## src/rtl/core/csa1_pkg.sv

```systemverilog
// Shared constants, types and helper functions of the CSA #1 channel hopper.
`default_nettype none

package csa1_pkg;

   // Number of data channels that the hopper walks.
   localparam int NUM_DATA_CHANNELS = 37;
   // Channel map width; channels at or above it count as unused.
   localparam int MAP_BITS = 37;

   localparam int CH_W = (NUM_DATA_CHANNELS > 1) ? $clog2(NUM_DATA_CHANNELS) : 1;
   localparam int CNT_W = $clog2(NUM_DATA_CHANNELS + 1);
   localparam int HOP_W = 5;
   localparam int SUM_W = ((CH_W > HOP_W) ? CH_W : HOP_W) + 1;
   localparam int DIV_IDX_W = (CH_W > 1) ? $clog2(CH_W) : 1;
   localparam int CTR_W = 16;
   localparam int OPCODE_W = 2;
   localparam int OUT_CH_W = 6;
   localparam int RF_W = 7;
   localparam int CSR_IDX_W = 1;
   localparam int CSR_DATA_W = MAP_BITS;

   localparam logic [CTR_W-1:0] HALF_RANGE = 16'h8000;
   localparam logic [HOP_W-1:0] HOP_RESET = 5'd5;
   localparam logic [RF_W-1:0] RF_LOW_MAX = 7'd10;
   localparam logic [RF_W-1:0] RF_BASE_LOW = 7'd4;
   localparam logic [RF_W-1:0] RF_BASE_HIGH = 7'd6;

   typedef logic [MAP_BITS-1:0] map_type;
   typedef logic [CH_W-1:0] chan_idx_type;
   typedef logic [CNT_W-1:0] count_type;
   typedef logic [CTR_W-1:0] counter_type;

   typedef enum logic [OPCODE_W-1:0] {
      OP_START  = 2'd0,
      OP_EVENT  = 2'd1,
      OP_UPDATE = 2'd2
   } opcode_type;

   typedef enum logic [CSR_IDX_W-1:0] {
      CSR_HOP_INCREMENT = 1'd0,
      CSR_INITIAL_MAP   = 1'd1
   } csr_index_type;

   // Commands from the controller to the datapath.
   typedef struct packed {
      logic start;
      logic update;
      logic event_begin;
      logic walk_step;
      logic hop_load;
      logic reduce;
      logic pick_direct;
      logic div_init;
      logic div_step;
      logic pick_table;
      logic out_load;
   } csa1_cmd_type;

   // Status from the datapath to the controller.
   typedef struct packed {
      logic pend_due;
      logic walk_last;
      logic sum_ok;
      logic use_direct;
      logic div_last;
      logic out_free;
   } csa1_status_type;

   // True when channel c is marked used in the map.
   function automatic logic chan_used(map_type m, chan_idx_type c);
      map_type sh;
      begin
         sh = m >> c;
         return sh[0] && (32'(c) < MAP_BITS);
      end
   endfunction

endpackage

`default_nettype wire

```

## src/rtl/core/csa1_if.sv

```systemverilog
// Request and response channel interfaces of the CSA #1 channel hopper.
`default_nettype none

interface csa1_req_if;
   logic valid;
   logic ready;
   logic [csa1_pkg::OPCODE_W-1:0] opcode;
   logic [csa1_pkg::MAP_BITS-1:0] new_map;
   logic [csa1_pkg::CTR_W-1:0] instant;

   modport source(output valid, output opcode, output new_map, output instant, input ready);
   modport sink(input valid, input opcode, input new_map, input instant, output ready);
endinterface

interface csa1_rsp_if;
   logic valid;
   logic ready;
   logic [csa1_pkg::OUT_CH_W-1:0] channel;
   logic [csa1_pkg::RF_W-1:0] rf_offset_mhz;
   logic [csa1_pkg::CTR_W-1:0] event_counter;
   logic map_switched;

   modport source(output valid, output channel, output rf_offset_mhz, output event_counter,
                  output map_switched, input ready);
   modport sink(input valid, input channel, input rf_offset_mhz, input event_counter,
                input map_switched, output ready);
endinterface

`default_nettype wire

```

## src/rtl/core/csa1_ctrl.sv

```systemverilog
// Controller state machine of the CSA #1 channel hopper.
`default_nettype none

module csa1_ctrl (
   input  logic                             clock,
   input  logic                             reset,
   input  logic                             req_valid,
   input  logic [csa1_pkg::OPCODE_W-1:0]    req_opcode,
   output logic                             req_ready,
   input  csa1_pkg::csa1_status_type        status,
   output csa1_pkg::csa1_cmd_type           cmd
);

   typedef enum logic [2:0] {
      ST_IDLE,
      ST_WALK,
      ST_HOP,
      ST_REDUCE,
      ST_SELECT,
      ST_DIV,
      ST_READ,
      ST_OUT
   } state_type;

   state_type state_ff, state_in;
   logic walk_event_ff, walk_event_in;
   logic accept;

   assign req_ready = (state_ff == ST_IDLE);
   assign accept = req_valid && req_ready;

   always_comb begin
      cmd = '0;
      state_in = state_ff;
      walk_event_in = walk_event_ff;
      unique case (state_ff)
         ST_IDLE: begin
            if (accept) begin
               case (req_opcode)
                  csa1_pkg::OP_START: begin
                     cmd.start = 1'b1;
                     walk_event_in = 1'b0;
                     state_in = ST_WALK;
                  end
                  csa1_pkg::OP_UPDATE: begin
                     cmd.update = 1'b1;
                  end
                  csa1_pkg::OP_EVENT: begin
                     cmd.event_begin = 1'b1;
                     walk_event_in = 1'b1;
                     state_in = status.pend_due ? ST_WALK : ST_HOP;
                  end
                  default: begin
                  end
               endcase
            end
         end
         ST_WALK: begin
            cmd.walk_step = 1'b1;
            if (status.walk_last) begin
               state_in = walk_event_ff ? ST_HOP : ST_IDLE;
            end
         end
         ST_HOP: begin
            cmd.hop_load = 1'b1;
            state_in = ST_REDUCE;
         end
         ST_REDUCE: begin
            cmd.reduce = 1'b1;
            if (status.sum_ok) begin
               state_in = ST_SELECT;
            end
         end
         ST_SELECT: begin
            if (status.use_direct) begin
               cmd.pick_direct = 1'b1;
               state_in = ST_OUT;
            end else begin
               cmd.div_init = 1'b1;
               state_in = ST_DIV;
            end
         end
         ST_DIV: begin
            cmd.div_step = 1'b1;
            if (status.div_last) begin
               state_in = ST_READ;
            end
         end
         ST_READ: begin
            cmd.pick_table = 1'b1;
            state_in = ST_OUT;
         end
         ST_OUT: begin
            if (status.out_free) begin
               cmd.out_load = 1'b1;
               state_in = ST_IDLE;
            end
         end
         default: begin
            state_in = ST_IDLE;
         end
      endcase
   end

   always_ff @(posedge clock) begin
      if (reset) begin
         state_ff <= ST_IDLE;
         walk_event_ff <= 1'b0;
      end else begin
         state_ff <= state_in;
         walk_event_ff <= walk_event_in;
      end
   end

endmodule

`default_nettype wire

```

## src/rtl/core/csa1_dp.sv

```systemverilog
// Datapath of the CSA #1 channel hopper: state, used-channel table, divider, result register.
`default_nettype none

module csa1_dp (
   input  logic                                clock,
   input  logic                                reset,
   input  csa1_pkg::csa1_cmd_type              cmd,
   output csa1_pkg::csa1_status_type           status,
   input  logic                                csr_write_enable,
   input  logic [csa1_pkg::CSR_IDX_W-1:0]      csr_index,
   input  logic [csa1_pkg::CSR_DATA_W-1:0]     csr_write_data,
   input  logic [csa1_pkg::MAP_BITS-1:0]       req_new_map,
   input  logic [csa1_pkg::CTR_W-1:0]          req_instant,
   input  logic                                rsp_ready,
   output logic                                rsp_valid,
   output logic [csa1_pkg::OUT_CH_W-1:0]       rsp_channel,
   output logic [csa1_pkg::RF_W-1:0]           rsp_rf_offset_mhz,
   output logic [csa1_pkg::CTR_W-1:0]          rsp_event_counter,
   output logic                                rsp_map_switched
);

   // Configuration registers.
   logic [csa1_pkg::HOP_W-1:0] hop_ff;
   csa1_pkg::map_type init_map_ff;

   // Connection state.
   csa1_pkg::chan_idx_type last_unm_ff;
   csa1_pkg::counter_type event_count_ff;
   csa1_pkg::map_type active_map_ff;
   csa1_pkg::count_type used_total_ff;
   logic pending_ff;
   csa1_pkg::map_type pending_map_ff;
   csa1_pkg::counter_type pending_instant_ff;

   // Table build.
   csa1_pkg::chan_idx_type used_table [csa1_pkg::NUM_DATA_CHANNELS];
   csa1_pkg::map_type walk_map_ff;
   csa1_pkg::chan_idx_type walk_idx_ff;
   csa1_pkg::count_type build_ff;
   logic walk_start_ff;
   logic sw_ff;

   // Hop, remainder and table read.
   logic [csa1_pkg::SUM_W-1:0] sum_ff;
   csa1_pkg::count_type rem_ff;
   logic [csa1_pkg::DIV_IDX_W-1:0] div_idx_ff;
   csa1_pkg::chan_idx_type rd_ff;
   logic from_table_ff;

   // Result register.
   logic out_valid_ff;
   logic [csa1_pkg::OUT_CH_W-1:0] out_ch_ff;
   logic [csa1_pkg::RF_W-1:0] out_rf_ff;
   csa1_pkg::counter_type out_ctr_ff;
   logic out_sw_ff;

   logic walk_bit;
   logic walk_last;
   csa1_pkg::count_type new_total;
   logic pend_due;
   csa1_pkg::counter_type ctr_diff;
   logic sum_ok;
   logic [csa1_pkg::CNT_W:0] shifted;
   logic [csa1_pkg::CNT_W:0] divisor;
   csa1_pkg::chan_idx_type ch_sel;
   logic [csa1_pkg::RF_W-1:0] ch_wide;
   logic [csa1_pkg::RF_W-1:0] rf_calc;

   assign walk_bit = csa1_pkg::chan_used(walk_map_ff, walk_idx_ff);
   assign walk_last = (walk_idx_ff == csa1_pkg::CH_W'(csa1_pkg::NUM_DATA_CHANNELS - 1));
   assign new_total = build_ff + csa1_pkg::CNT_W'(walk_bit);

   // The instant is reached when counter minus instant lies in the lower half of the range.
   assign ctr_diff = event_count_ff - pending_instant_ff;
   assign pend_due = pending_ff && (ctr_diff < csa1_pkg::HALF_RANGE);

   assign sum_ok = (sum_ff < csa1_pkg::SUM_W'(csa1_pkg::NUM_DATA_CHANNELS));

   assign shifted = {rem_ff, last_unm_ff[div_idx_ff]};
   assign divisor = {1'b0, used_total_ff};

   assign ch_sel = from_table_ff ? rd_ff : last_unm_ff;
   assign ch_wide = csa1_pkg::RF_W'(ch_sel);
   assign rf_calc = (ch_wide <= csa1_pkg::RF_LOW_MAX) ?
                    ((ch_wide << 1) + csa1_pkg::RF_BASE_LOW) :
                    ((ch_wide << 1) + csa1_pkg::RF_BASE_HIGH);

   always_comb begin
      status.pend_due = pend_due;
      status.walk_last = walk_last;
      status.sum_ok = sum_ok;
      status.use_direct = csa1_pkg::chan_used(active_map_ff, last_unm_ff) ||
                          (used_total_ff == '0);
      status.div_last = (div_idx_ff == '0);
      status.out_free = !out_valid_ff || rsp_ready;
   end

   always_ff @(posedge clock) begin
      if (reset) begin
         hop_ff <= csa1_pkg::HOP_RESET;
         init_map_ff <= '1;
      end else if (csr_write_enable) begin
         unique case (csr_index)
            csa1_pkg::CSR_HOP_INCREMENT: hop_ff <= csr_write_data[csa1_pkg::HOP_W-1:0];
            csa1_pkg::CSR_INITIAL_MAP: init_map_ff <= csr_write_data[csa1_pkg::MAP_BITS-1:0];
            default: begin
            end
         endcase
      end
   end

   always_ff @(posedge clock) begin
      if (reset) begin
         last_unm_ff <= '0;
         event_count_ff <= '0;
         active_map_ff <= '0;
         used_total_ff <= '0;
         pending_ff <= 1'b0;
         pending_map_ff <= '0;
         pending_instant_ff <= '0;
         sw_ff <= 1'b0;
         out_valid_ff <= 1'b0;
      end else begin
         if (cmd.start) begin
            last_unm_ff <= '0;
            event_count_ff <= '0;
            pending_ff <= 1'b0;
         end
         if (cmd.update) begin
            pending_map_ff <= req_new_map;
            pending_instant_ff <= req_instant;
            pending_ff <= 1'b1;
         end
         if (cmd.event_begin) begin
            sw_ff <= 1'b0;
            if (pend_due) begin
               pending_ff <= 1'b0;
            end
         end
         // An empty new map leaves the old map and table in place.
         if (cmd.walk_step && walk_last && (walk_start_ff || new_total != '0)) begin
            active_map_ff <= walk_map_ff;
            used_total_ff <= new_total;
            if (!walk_start_ff) begin
               sw_ff <= 1'b1;
            end
         end
         if (cmd.reduce && sum_ok) begin
            last_unm_ff <= sum_ff[csa1_pkg::CH_W-1:0];
         end
         if (cmd.out_load) begin
            event_count_ff <= event_count_ff + 1'b1;
            out_valid_ff <= 1'b1;
         end else if (rsp_ready) begin
            out_valid_ff <= 1'b0;
         end
      end
   end

   // Walk, hop, divider and result payload registers.
   always_ff @(posedge clock) begin
      if (cmd.start || (cmd.event_begin && pend_due)) begin
         walk_map_ff <= cmd.start ? init_map_ff : pending_map_ff;
         walk_start_ff <= cmd.start;
         walk_idx_ff <= '0;
         build_ff <= '0;
      end else if (cmd.walk_step) begin
         walk_idx_ff <= walk_idx_ff + 1'b1;
         build_ff <= new_total;
      end
      if (cmd.hop_load) begin
         sum_ff <= csa1_pkg::SUM_W'(last_unm_ff) + csa1_pkg::SUM_W'(hop_ff);
      end else if (cmd.reduce && !sum_ok) begin
         sum_ff <= sum_ff - csa1_pkg::SUM_W'(csa1_pkg::NUM_DATA_CHANNELS);
      end
      if (cmd.div_init) begin
         rem_ff <= '0;
         div_idx_ff <= csa1_pkg::DIV_IDX_W'(csa1_pkg::CH_W - 1);
      end else if (cmd.div_step) begin
         if (shifted >= divisor) begin
            rem_ff <= csa1_pkg::CNT_W'(shifted - divisor);
         end else begin
            rem_ff <= shifted[csa1_pkg::CNT_W-1:0];
         end
         div_idx_ff <= div_idx_ff - 1'b1;
      end
      if (cmd.pick_direct) begin
         from_table_ff <= 1'b0;
      end else if (cmd.pick_table) begin
         from_table_ff <= 1'b1;
      end
      if (cmd.out_load) begin
         out_ch_ff <= csa1_pkg::OUT_CH_W'(ch_sel);
         out_rf_ff <= rf_calc;
         out_ctr_ff <= event_count_ff;
         out_sw_ff <= sw_ff;
      end
   end

   // Used-channel table: one write port during the walk, one registered read port.
   always_ff @(posedge clock) begin
      if (cmd.walk_step && walk_bit) begin
         used_table[build_ff[csa1_pkg::CH_W-1:0]] <= walk_idx_ff;
      end
      rd_ff <= used_table[rem_ff[csa1_pkg::CH_W-1:0]];
   end

   assign rsp_valid = out_valid_ff;
   assign rsp_channel = out_ch_ff;
   assign rsp_rf_offset_mhz = out_rf_ff;
   assign rsp_event_counter = out_ctr_ff;
   assign rsp_map_switched = out_sw_ff;

endmodule

`default_nettype wire

```

## src/rtl/core/ble_csa1_channel_hopper.sv

```systemverilog
// Top level of the BLE Channel Selection Algorithm #1 data channel hopper.
`default_nettype none

// This block picks the data channel of each connection event of one link with Channel
// Selection Algorithm #1. A request transfer with opcode start loads the initial channel
// map register, rebuilds the table of used channels by walking all 37 channels once, and
// clears the unmapped channel, the event counter and any pending map update; it returns
// no response. A map-update transfer stores a new map and its instant and returns no
// response. An event transfer first adopts a pending map whose instant has been reached,
// which costs one more table walk (a map without channels is dropped and the old one
// stays), then steps the unmapped channel by the hop increment, and remaps an unused
// channel through a six-step serial remainder unit followed by a registered read of the
// used-channel table. The block handles one request at a time; the response sits in an
// output register, so the next request is taken while a response waits, and a later
// event holds in its last step until that response transfer has happened. Configuration
// writes (index 0 hop increment, index 1 initial map) must be made by the user only while
// the block is idle; the block itself does not enforce this.
module ble_csa1_channel_hopper (
   input  logic                              clock,
   input  logic                              reset,
   csa1_req_if.sink                          req_bus,
   csa1_rsp_if.source                        rsp_bus,
   input  logic                              csr_write_enable,
   input  logic [csa1_pkg::CSR_IDX_W-1:0]    csr_index,
   input  logic [csa1_pkg::CSR_DATA_W-1:0]   csr_write_data
);

   csa1_pkg::csa1_cmd_type cmd;
   csa1_pkg::csa1_status_type status;
   logic req_ready;
   logic rsp_valid;
   logic [csa1_pkg::OUT_CH_W-1:0] rsp_channel;
   logic [csa1_pkg::RF_W-1:0] rsp_rf_offset_mhz;
   logic [csa1_pkg::CTR_W-1:0] rsp_event_counter;
   logic rsp_map_switched;

   // The controller sequences each request and raises ready only while idle.
   csa1_ctrl u_ctrl (
      .clock      (clock),
      .reset      (reset),
      .req_valid  (req_bus.valid),
      .req_opcode (req_bus.opcode),
      .req_ready  (req_ready),
      .status     (status),
      .cmd        (cmd)
   );

   // The datapath holds configuration, connection state, the table and the response register.
   csa1_dp u_dp (
      .clock             (clock),
      .reset             (reset),
      .cmd               (cmd),
      .status            (status),
      .csr_write_enable  (csr_write_enable),
      .csr_index         (csr_index),
      .csr_write_data    (csr_write_data),
      .req_new_map       (req_bus.new_map),
      .req_instant       (req_bus.instant),
      .rsp_ready         (rsp_bus.ready),
      .rsp_valid         (rsp_valid),
      .rsp_channel       (rsp_channel),
      .rsp_rf_offset_mhz (rsp_rf_offset_mhz),
      .rsp_event_counter (rsp_event_counter),
      .rsp_map_switched  (rsp_map_switched)
   );

   assign req_bus.ready = req_ready;
   assign rsp_bus.valid = rsp_valid;
   assign rsp_bus.channel = rsp_channel;
   assign rsp_bus.rf_offset_mhz = rsp_rf_offset_mhz;
   assign rsp_bus.event_counter = rsp_event_counter;
   assign rsp_bus.map_switched = rsp_map_switched;

endmodule

`default_nettype wire

```

## src/flat_wrapper.sv

```systemverilog
// flat-port wrapper written by rule: the top's interface ports become plain ports
module ble_csa1_channel_hopper_flat 
  (clock, reset, csr_write_enable, csr_index, csr_write_data, req_bus_valid, req_bus_opcode, req_bus_new_map, req_bus_instant, req_bus_ready, rsp_bus_valid, rsp_bus_channel, rsp_bus_rf_offset_mhz, rsp_bus_event_counter, rsp_bus_map_switched, rsp_bus_ready);
  csa1_req_if req_bus_i ();
  csa1_rsp_if rsp_bus_i ();
  input  logic clock;
  input  logic reset;
  input  logic csr_write_enable;
  input  logic [csa1_pkg::CSR_IDX_W-1:0] csr_index;
  input  logic [csa1_pkg::CSR_DATA_W-1:0] csr_write_data;
  input wire logic [$bits(req_bus_i.valid)-1:0] req_bus_valid;
  input wire logic [$bits(req_bus_i.opcode)-1:0] req_bus_opcode;
  input wire logic [$bits(req_bus_i.new_map)-1:0] req_bus_new_map;
  input wire logic [$bits(req_bus_i.instant)-1:0] req_bus_instant;
  output wire logic [$bits(req_bus_i.ready)-1:0] req_bus_ready;
  output wire logic [$bits(rsp_bus_i.valid)-1:0] rsp_bus_valid;
  output wire logic [$bits(rsp_bus_i.channel)-1:0] rsp_bus_channel;
  output wire logic [$bits(rsp_bus_i.rf_offset_mhz)-1:0] rsp_bus_rf_offset_mhz;
  output wire logic [$bits(rsp_bus_i.event_counter)-1:0] rsp_bus_event_counter;
  output wire logic [$bits(rsp_bus_i.map_switched)-1:0] rsp_bus_map_switched;
  input wire logic [$bits(rsp_bus_i.ready)-1:0] rsp_bus_ready;
  assign req_bus_i.valid = req_bus_valid;
  assign req_bus_i.opcode = req_bus_opcode;
  assign req_bus_i.new_map = req_bus_new_map;
  assign req_bus_i.instant = req_bus_instant;
  assign req_bus_ready = req_bus_i.ready;
  assign rsp_bus_valid = rsp_bus_i.valid;
  assign rsp_bus_channel = rsp_bus_i.channel;
  assign rsp_bus_rf_offset_mhz = rsp_bus_i.rf_offset_mhz;
  assign rsp_bus_event_counter = rsp_bus_i.event_counter;
  assign rsp_bus_map_switched = rsp_bus_i.map_switched;
  assign rsp_bus_i.ready = rsp_bus_ready;
  ble_csa1_channel_hopper u_core (.clock(clock), .reset(reset), .req_bus(req_bus_i), .rsp_bus(rsp_bus_i), .csr_write_enable(csr_write_enable), .csr_index(csr_index), .csr_write_data(csr_write_data));
endmodule
```

## config.mk

```make
export PLATFORM = sky130hd
export DESIGN_NAME = ble_csa1_channel_hopper_flat
export DESIGN_NICKNAME = d
export VERILOG_FILES = /design/src/rtl/core/csa1_pkg.sv /design/src/rtl/core/csa1_if.sv /design/src/rtl/core/csa1_ctrl.sv /design/src/rtl/core/csa1_dp.sv /design/src/rtl/core/ble_csa1_channel_hopper.sv /design/src/flat_wrapper.sv
export SDC_FILE = /design/constraint.sdc
export NUM_CORES = 1
export LEC_CHECK = 0
export BUFFER_PORTS_ARGS = -buffer_cell sky130_fd_sc_hd__buf_2
export CORE_MARGIN = 2
export CORE_UTILIZATION = 45
export DETAILED_ROUTE_END_ITERATION = 10
export GPL_TIMING_DRIVEN = 0
export PLACE_DENSITY_LB_ADDON = 0.12
export SETUP_SLACK_MARGIN = 0.02
export SLEW_MARGIN = 20
export SYNTH_ARGS = -nofsm -noshare
export SYNTH_HDL_FRONTEND = slang
export SYNTH_SLANG_ARGS = --single-unit
```

## constraint.sdc

```tcl
create_clock -name clock -period 4.9 [get_ports clock]
set_input_delay 0.98 -clock clock [delete_from_list [all_inputs] [get_ports clock]]
set_output_delay 0.98 -clock clock [all_outputs]
set_load 0.05 [all_outputs]
```

==> impl_metrics.py, run 1 <==
metrics = {
    "run_status": {
        "status": "finished clean",
    },
    "cells_and_area": {
        "final_cells": 2481,
        "layout_commonest_cell": "edfxtp_1",
        "utilization_pct": 52.5,
        "syn2layout_area_growth_pct": 14.9,
        "fin_area_um2": 23900,
        "drive_gt1_share_pct": 17.8,
        "fillCellCount": 3944,
        "layout.nets": 1979,
        "final_cell_mix": "edfxtp_1 (296), nand2_1 (271), dfxtp_1 (189), buf_2 (144), nor2_1 (136)",
    },
    "floorplan": {
        "core_um2": 45600,
        "io_pins": 130,
        "start_util_pct": 45.7,
        "die_w_um": 219,
        "fp.dieH_um": 219,
        "die_area_um2": 48000,
        "fp-row-count": 78,
    },
    "drt": {
        "num_vias": 13400,
        "drc": 0,
        "viasPerCell": 5.40,
        "drt_wl_total_mm": 49.1,
        "final_antenna_net_count": 0,
        "drtPass1Iterations": 5,
        "drt_iter0_markers": 860,
        "routedWlPerCell_um": 19.8,
    },
    "synthesis": {
        "syn_area_um2": 20800,
        "ys_seq_area_share_pct": 61.4,
        "synth_seq_cells": 491,
        "synth_edf_count": 296,
        "yosys_warnings": 0,
        "ys_dominant_reg_cell": "edfxtp_1",
        "synth_compound_area_share_pct": 6.82,
        "synth_nets": 1798,
        "avgSynthCellArea_um2": 12.6,
        "synth_cell_types": 71,
        "yosys.area_share.xor_xnor_pct": 1.51,
        "async_reset_ff_share_pct": 0,
        "synth_fa_ha_area_share_pct": 2.47,
        "synth_top_family_by_area": "multiplexers",
        "muxShareOfSynthArea_pct": 12.5,
        "synthSimpleGateAreaFrac_pct": 12.0,
        "syn_inst": 1660,
    },
    "setup_path": {
        "critPathLaunchType": "flop",
        "worstPathRequired_ps": 5350,
        "critPathKind": "reg2reg",
        "cp_data_arrival_time_ps": 4840,
        "worstPathMaxFanout": 42,
        "endpoint_kind": "flop",
    },
    "min_path": {
        "hp-class": "reg2reg",
    },
    "sta": {
        "min_period_ps": 4390,
        "hold_viol": 0,
        "worst_pin_slew_ps": 930,
        "fin_crit_sh_pct": 89.5,
        "setup_tns_ps": 0,
        "hold_ws_ps": 440,
        "setup_ws_ps": 514,
        "setup_viol": 0,
        "max_clock_freq_ghz": 0.228,
        "relSlewSlack_pct": 37.7,
        "drv_slew": 0,
        "finClkSkew_ps": 18.8,
        "rsz0062_at_grt": "no",
    },
    "grt": {
        "grt_first_pass_wirelength_mm": 76.5,
        "overflow": 0,
        "grtUsageTotal_pct": 20.9,
        "grt_max_degree": 44,
        "grtUsageMet1_pct": 27.3,
        "gr-usage-met2_pct": 36.1,
        "gr-usage-met3_pct": 3.13,
        "antenna_found_initial": 0,
        "grt.busiest_layer": "met2",
        "grt_pass1_vias": 13400,
    },
    "clocking": {
        "cts_sinks": 491,
        "numCtsBuffers": 51,
        "cts.reportedPaths.clkPinSlew_ps": 60,
        "cts_tree": "built",
        "clock_path_buffers": 3,
        "insertion_delay_ps": 590,
        "ctsHoldBuffers": 0,
        "htreeDepth": 2,
        "clock-root-buffer": "clkbuf_16",
    },
    "power_and_ir_drop": {
        "total_power_mw": 11.0,
        "vdd_drop_max_uv": 245,
        "p_leak_nw": 8.88,
        "power.density_nw_per_um2": 458,
    },
    "job": {
        "maxCapViolCount": 0,
    },
    "placement": {
        "io_buffer_count": 126,
        "globalplace.congestion": 0.801,
        "dp_hpwl_mm": 35.4,
        "pre_cts_slack_ps": 205,
        "placed_cells": 2388,
        "placed_cell_area_um2": 22300,
    },
}
==> synthesized netlist by cell type, types with 18 or more instances <==
cell      number  area [µm²]
ha_1          38         475
and3_1        42         263
mux4_2        79        1780
xnor2_1       19         166
nand3_1       31         155
buf_2         18        90.1
a21oi_1      106         531
o21ai_0       18        90.1
edfxtp_1     296        8890
nor3_1        22         110
a211o_1       39         342
clkbuf_1      67         251
inv_1         48         180
mux2i_1       64         641
nand2_1      271        1020
dfxtp_1      195        3900
nor2_1       136         510
==> worst paths after layout <==
path | start | to | slack, ps | cells past startpoint
worst max-delay path | u_core.u_dp.walk_idx_ff[0] | u_core.u_dp.active_map_ff[31] | 510 | 15
worst min-delay path | u_core.u_dp.sw_ff | u_core.u_dp.rsp_map_switched | 440 | 0
worst max register to register | u_core.u_dp.walk_idx_ff[0] | u_core.u_dp.active_map_ff[31] | 510 | 15
worst min register to register | u_core.u_dp.sw_ff | u_core.u_dp.rsp_map_switched | 440 | 0
==> final cells by class <==
| class | count | area, µm² | area share, % |
|---|---|---|---|
| Clock inverter | 12 | 136 | 0.570 |
| Inverter | 49 | 184 | 0.768 |
| Clock buffer | 80 | 1520 | 6.35 |
| Multi-Input combinational cell | 1018 | 7370 | 30.8 |
| Sequential cell | 491 | 12800 | 53.5 |
| Tap cell | 600 | 751 | 3.14 |
| Timing Repair Buffer | 128 | 678 | 2.83 |
| Buffer | 102 | 499 | 2.08 |
| Antenna cell | 1 | 2.50 | 0.0105 |
==> power by group <==
group          internal [mW]  switching (mW)
Clock                   2.28            1.56
Combinational          0.757            1.18
Sequential              4.86           0.329
Total                   7.89            3.07
==> repair_timing <==
action,CTS,global route
setup buffers,0,0
gates resized for setup,0,2
setup endpoints to repair,0,29
==> critical path: stages, from the launching register on <==
cell and delay (ps):
dfxtp_4 650, buf_6 260, mux4_2 540, mux4_2 510, nand3b_2 140, nand3_1 170
ha_1 260, ha_1 220, nand3_1 120, xor2_1 210, nand3_1 100, o31ai_1 300
buf_4 280, buf_6 210, mux2i_1 210, nor2_1 60
==> registers in the layout (all words and copies together) (netlist names), 3 cells and up <==
signal	cells
u_core.u_dp.pending_map_ff	37
u_core.u_dp.build_ff	6
u_core.u_dp.init_map_ff	37
u_core.u_ctrl.state_ff	3
u_core.u_dp.event_count_ff	16
u_core.u_dp.walk_idx_ff	6
u_core.u_dp.active_map_ff	37
u_core.u_dp.rsp_event_counter	16
u_core.u_dp.rsp_rf_offset_mhz	6
u_core.u_dp.used_total_ff	6
u_core.u_dp.sum_ff	7
u_core.u_dp.hop_ff	5
u_core.u_dp.rsp_channel	6
u_core.u_dp.pending_instant_ff	16
u_core.u_dp.div_idx_ff	3
u_core.u_dp.last_unm_ff	6
u_core.u_dp.walk_map_ff	37
u_core.u_dp.rd_ff	6
u_core.u_dp.rem_ff	6
u_core.u_dp.used_table	222
==> logic make-up after synthesis <==
group,after synthesis
AO/OA/AOI/OAI,222
XOR/XNOR,36
adder cells (fa/ha/maj),40
buffers and inverters,151
flip-flops,491
multiplexers,151
other,1
AND/OR/NAND/NOR,568
==> per-layer routing <==
layer / vias to the layer above / routed length, µm
li1: 6417 / -
met1: 6617 / 21300
met2: 296 / 24600
met3: 78 / 1970
met4: 0 / 1250
met5: - / 0
Power figures use the tool's default switching activity.
==> inputs of run 2 (changes only) <==
clock period = 4.35 ns   (was 4.9 ns; I/O delays follow)
==> impl_metrics.py, run 2 (synthesis results as in run 1) <==
metrics = {
    "floorplan": {
        "fp-row-count": 78,
        "die_area_um2": 48000,
        "die_w_um": 219,
        "core_um2": 45600,
        "start_util_pct": 45.7,
        "fp.dieH_um": 219,
        "io_pins": 130,
    },
    "sta": {
        "worst_pin_slew_ps": 957,
        "max_clock_freq_ghz": 0.248,
        "relSlewSlack_pct": 36.2,
        "setup_viol": 0,
        "min_period_ps": 4040,
        "hold_ws_ps": 440,
        "hold_viol": 0,
        "rsz0062_at_grt": "no",
        "finClkSkew_ps": 17.4,
        "drv_slew": 0,
        "fin_crit_sh_pct": 92.9,
        "setup_ws_ps": 310,
    },
    "setup_path": {
        "endpoint_kind": "flop",
        "crit_start": "u_core.u_dp.walk_idx_ff[2]",
        "regToRegSetupSlack_ps": 310,
        "worstPathRequired_ps": 4800,
        "r2r_cells": 16,
        "crit_path_end": "u_core.u_dp.active_map_ff[31]",
        "path_cells": "buf_12 -> buf_2 -> mux4_2 -> mux2i_1 -> a2111o_1 -> nand3_1 -> ha_1 -> ha_1 -> nand3_1 -> xor2_1 -> nand3_1 -> o31ai_1 -> buf_4 -> buf_6 -> mux2i_1 -> nor2_1",
        "r2r_end": "u_core.u_dp.active_map_ff[31]",
        "critPathLaunchType": "flop",
        "crit_slowest_cell": "dfxtp_2",
        "max_stage_delay_ps": 450,
        "path_common_cell": "nand3_1",
        "worstPathMaxFanout": 34,
        "critPathKind": "reg2reg",
        "cp_data_arrival_time_ps": 4490,
        "timing.rr.start": "u_core.u_dp.walk_idx_ff[2]",
    },
    "cells_and_area": {
        "seqCellArea_um2": 12800,
        "syn2layout_area_growth_pct": 15.4,
        "layout_commonest_cell": "edfxtp_1",
        "multi_input_area_um2": 7370,
        "drive_gt1_share_pct": 18.2,
        "final_cells": 2489,
        "largest_reg_flops": 222,
        "final_cell_mix": "edfxtp_1 (296), nand2_1 (271), dfxtp_1 (189), buf_2 (143), nor2_1 (136)",
        "diodes": 0,
        "fillCellCount": 3939,
        "layout.nets": 1988,
    },
    "clocking": {
        "htreeDepth": 2,
        "cts.reportedPaths.clkPinSlew_ps": 60,
        "ctsHoldBuffers": 0,
        "numCtsBuffers": 51,
        "clock-root-buffer": "clkbuf_16",
        "clock_path_buffers": 3,
        "cts_tree": "built",
        "insertion_delay_ps": 590,
        "cts_sinks": 491,
    },
    "power_and_ir_drop": {
        "power_frac_comb_pct": 18.6,
        "clkPwrFrac_pct": 34.8,
        "p_switching_mw": 3.47,
        "intPower_mw": 8.93,
        "vdd_drop_max_uv": 276,
        "switching_share_pct": 28.0,
        "power.density_nw_per_um2": 516,
        "p_seq_share_pct": 46.6,
        "p_leak_nw": 8.92,
    },
    "run_status": {
        "status": "finished clean",
    },
    "drt": {
        "routedWlPerCell_um": 19.9,
        "drt_iter0_markers": 874,
        "drtPass1Iterations": 5,
        "num_vias": 13500,
        "drt_wl_total_mm": 49.6,
        "viasPerCell": 5.40,
        "final_antenna_net_count": 0,
        "drc": 0,
    },
    "placement": {
        "pre_cts_slack_ps": -345,
        "globalplace.congestion": 0.801,
        "io_buffer_count": 126,
        "dp_hpwl_mm": 35.4,
        "placed_cells": 2388,
    },
    "job": {
        "maxCapViolCount": 0,
    },
    "min_path": {
        "hp-class": "reg2reg",
    },
    "grt": {
        "antenna_found_initial": 0,
        "overflow": 0,
        "grt_max_degree": 44,
        "grt_first_pass_wirelength_mm": 77.0,
        "grtUsageTotal_pct": 21.1,
        "grt_pass1_vias": 13400,
    },
}
[run 2: cell types whose count changed in the layout (fill, tap and decap cells not counted)]
cell,change
buf_6,+1
buf_4,+7
diode_2,-1
buf_2,-1
buf_8,+2
[run 2: worst min-delay path by stage]
stage | startpoint | endpoint | slack [ps] | cells after the start
after global placement | u_core.u_dp.sw_ff | u_core.u_dp.rsp_map_switched | 430 | 0
after detailed placement | u_core.u_dp.sw_ff | u_core.u_dp.rsp_map_switched | 430 | 0
after CTS | u_core.u_dp.sw_ff | u_core.u_dp.rsp_map_switched | 440 | 0
after global routing | u_core.u_dp.sw_ff | u_core.u_dp.rsp_map_switched | 470 | 0
final | u_core.u_dp.sw_ff | u_core.u_dp.rsp_map_switched | 440 | 0
after floorplan | u_core.u_dp.sw_ff | u_core.u_dp.rsp_map_switched | 410 | 0
[run 2: stage by stage]
stage	util, %	power (mW)	instance area, µm²	TNS [ps]
after global routing	52.7	13.0	24000	0
after CTS	52.6	12.5	24000	0
final	52.7	12.4	24000	0
after global placement	48.7	8.07	22200	-65590
after floorplan	-	7.34	20800	0
after detailed placement	48.9	8.13	22300	-10920
[run 2: power groups by stage]
stage	Clock (mW)	Combinational, mW	Sequential, mW
final	4.32	2.30	5.78
after global routing	4.59	2.55	5.84
after CTS	4.41	2.29	5.80
after detailed placement	0	2.19	5.95
after global placement	0	2.11	5.96
after floorplan	0	1.55	5.79
[run 2: routing by layer]
metal,share of wire [%],track usage (%),vias to the layer above,routed length (µm)
li1,-,-,6432,-
met1,43,27.6,6620,21500
met2,50,36.4,319,24900
met3,4.1,3.10,81,2010
met4,2.5,6.04,0,1230
met5,0,0,-,0
[run 2: worst max-delay path, delay by kind of cell, from the launching register on]
| family | cells | cell delay [ps] |
|---|---|---|
| buf+inv | 4 | 990 |
| flops | 1 | 450 |
| compound gates | 2 | 550 |
| simple gates | 4 | 440 |
| mux | 3 | 780 |
| fa+ha+maj | 2 | 480 |
| xor+xnor | 1 | 210 |
[run 2: layout make-up]
class                           count  area share (%)
Timing Repair Buffer              138            3.21
Buffer                            101            2.06
Clock buffer                       80            6.33
Inverter                           49           0.765
Multi-Input combinational cell   1018            30.7
Tap cell                          600            3.12
Clock inverter                     12           0.568
Sequential cell                   491            53.3
[run 2: timing repair]
item	CTS	global route
pin swaps	0	0
setup buffers	2	8
gates resized for setup	2	0
endpoints found under the setup margin	44	31
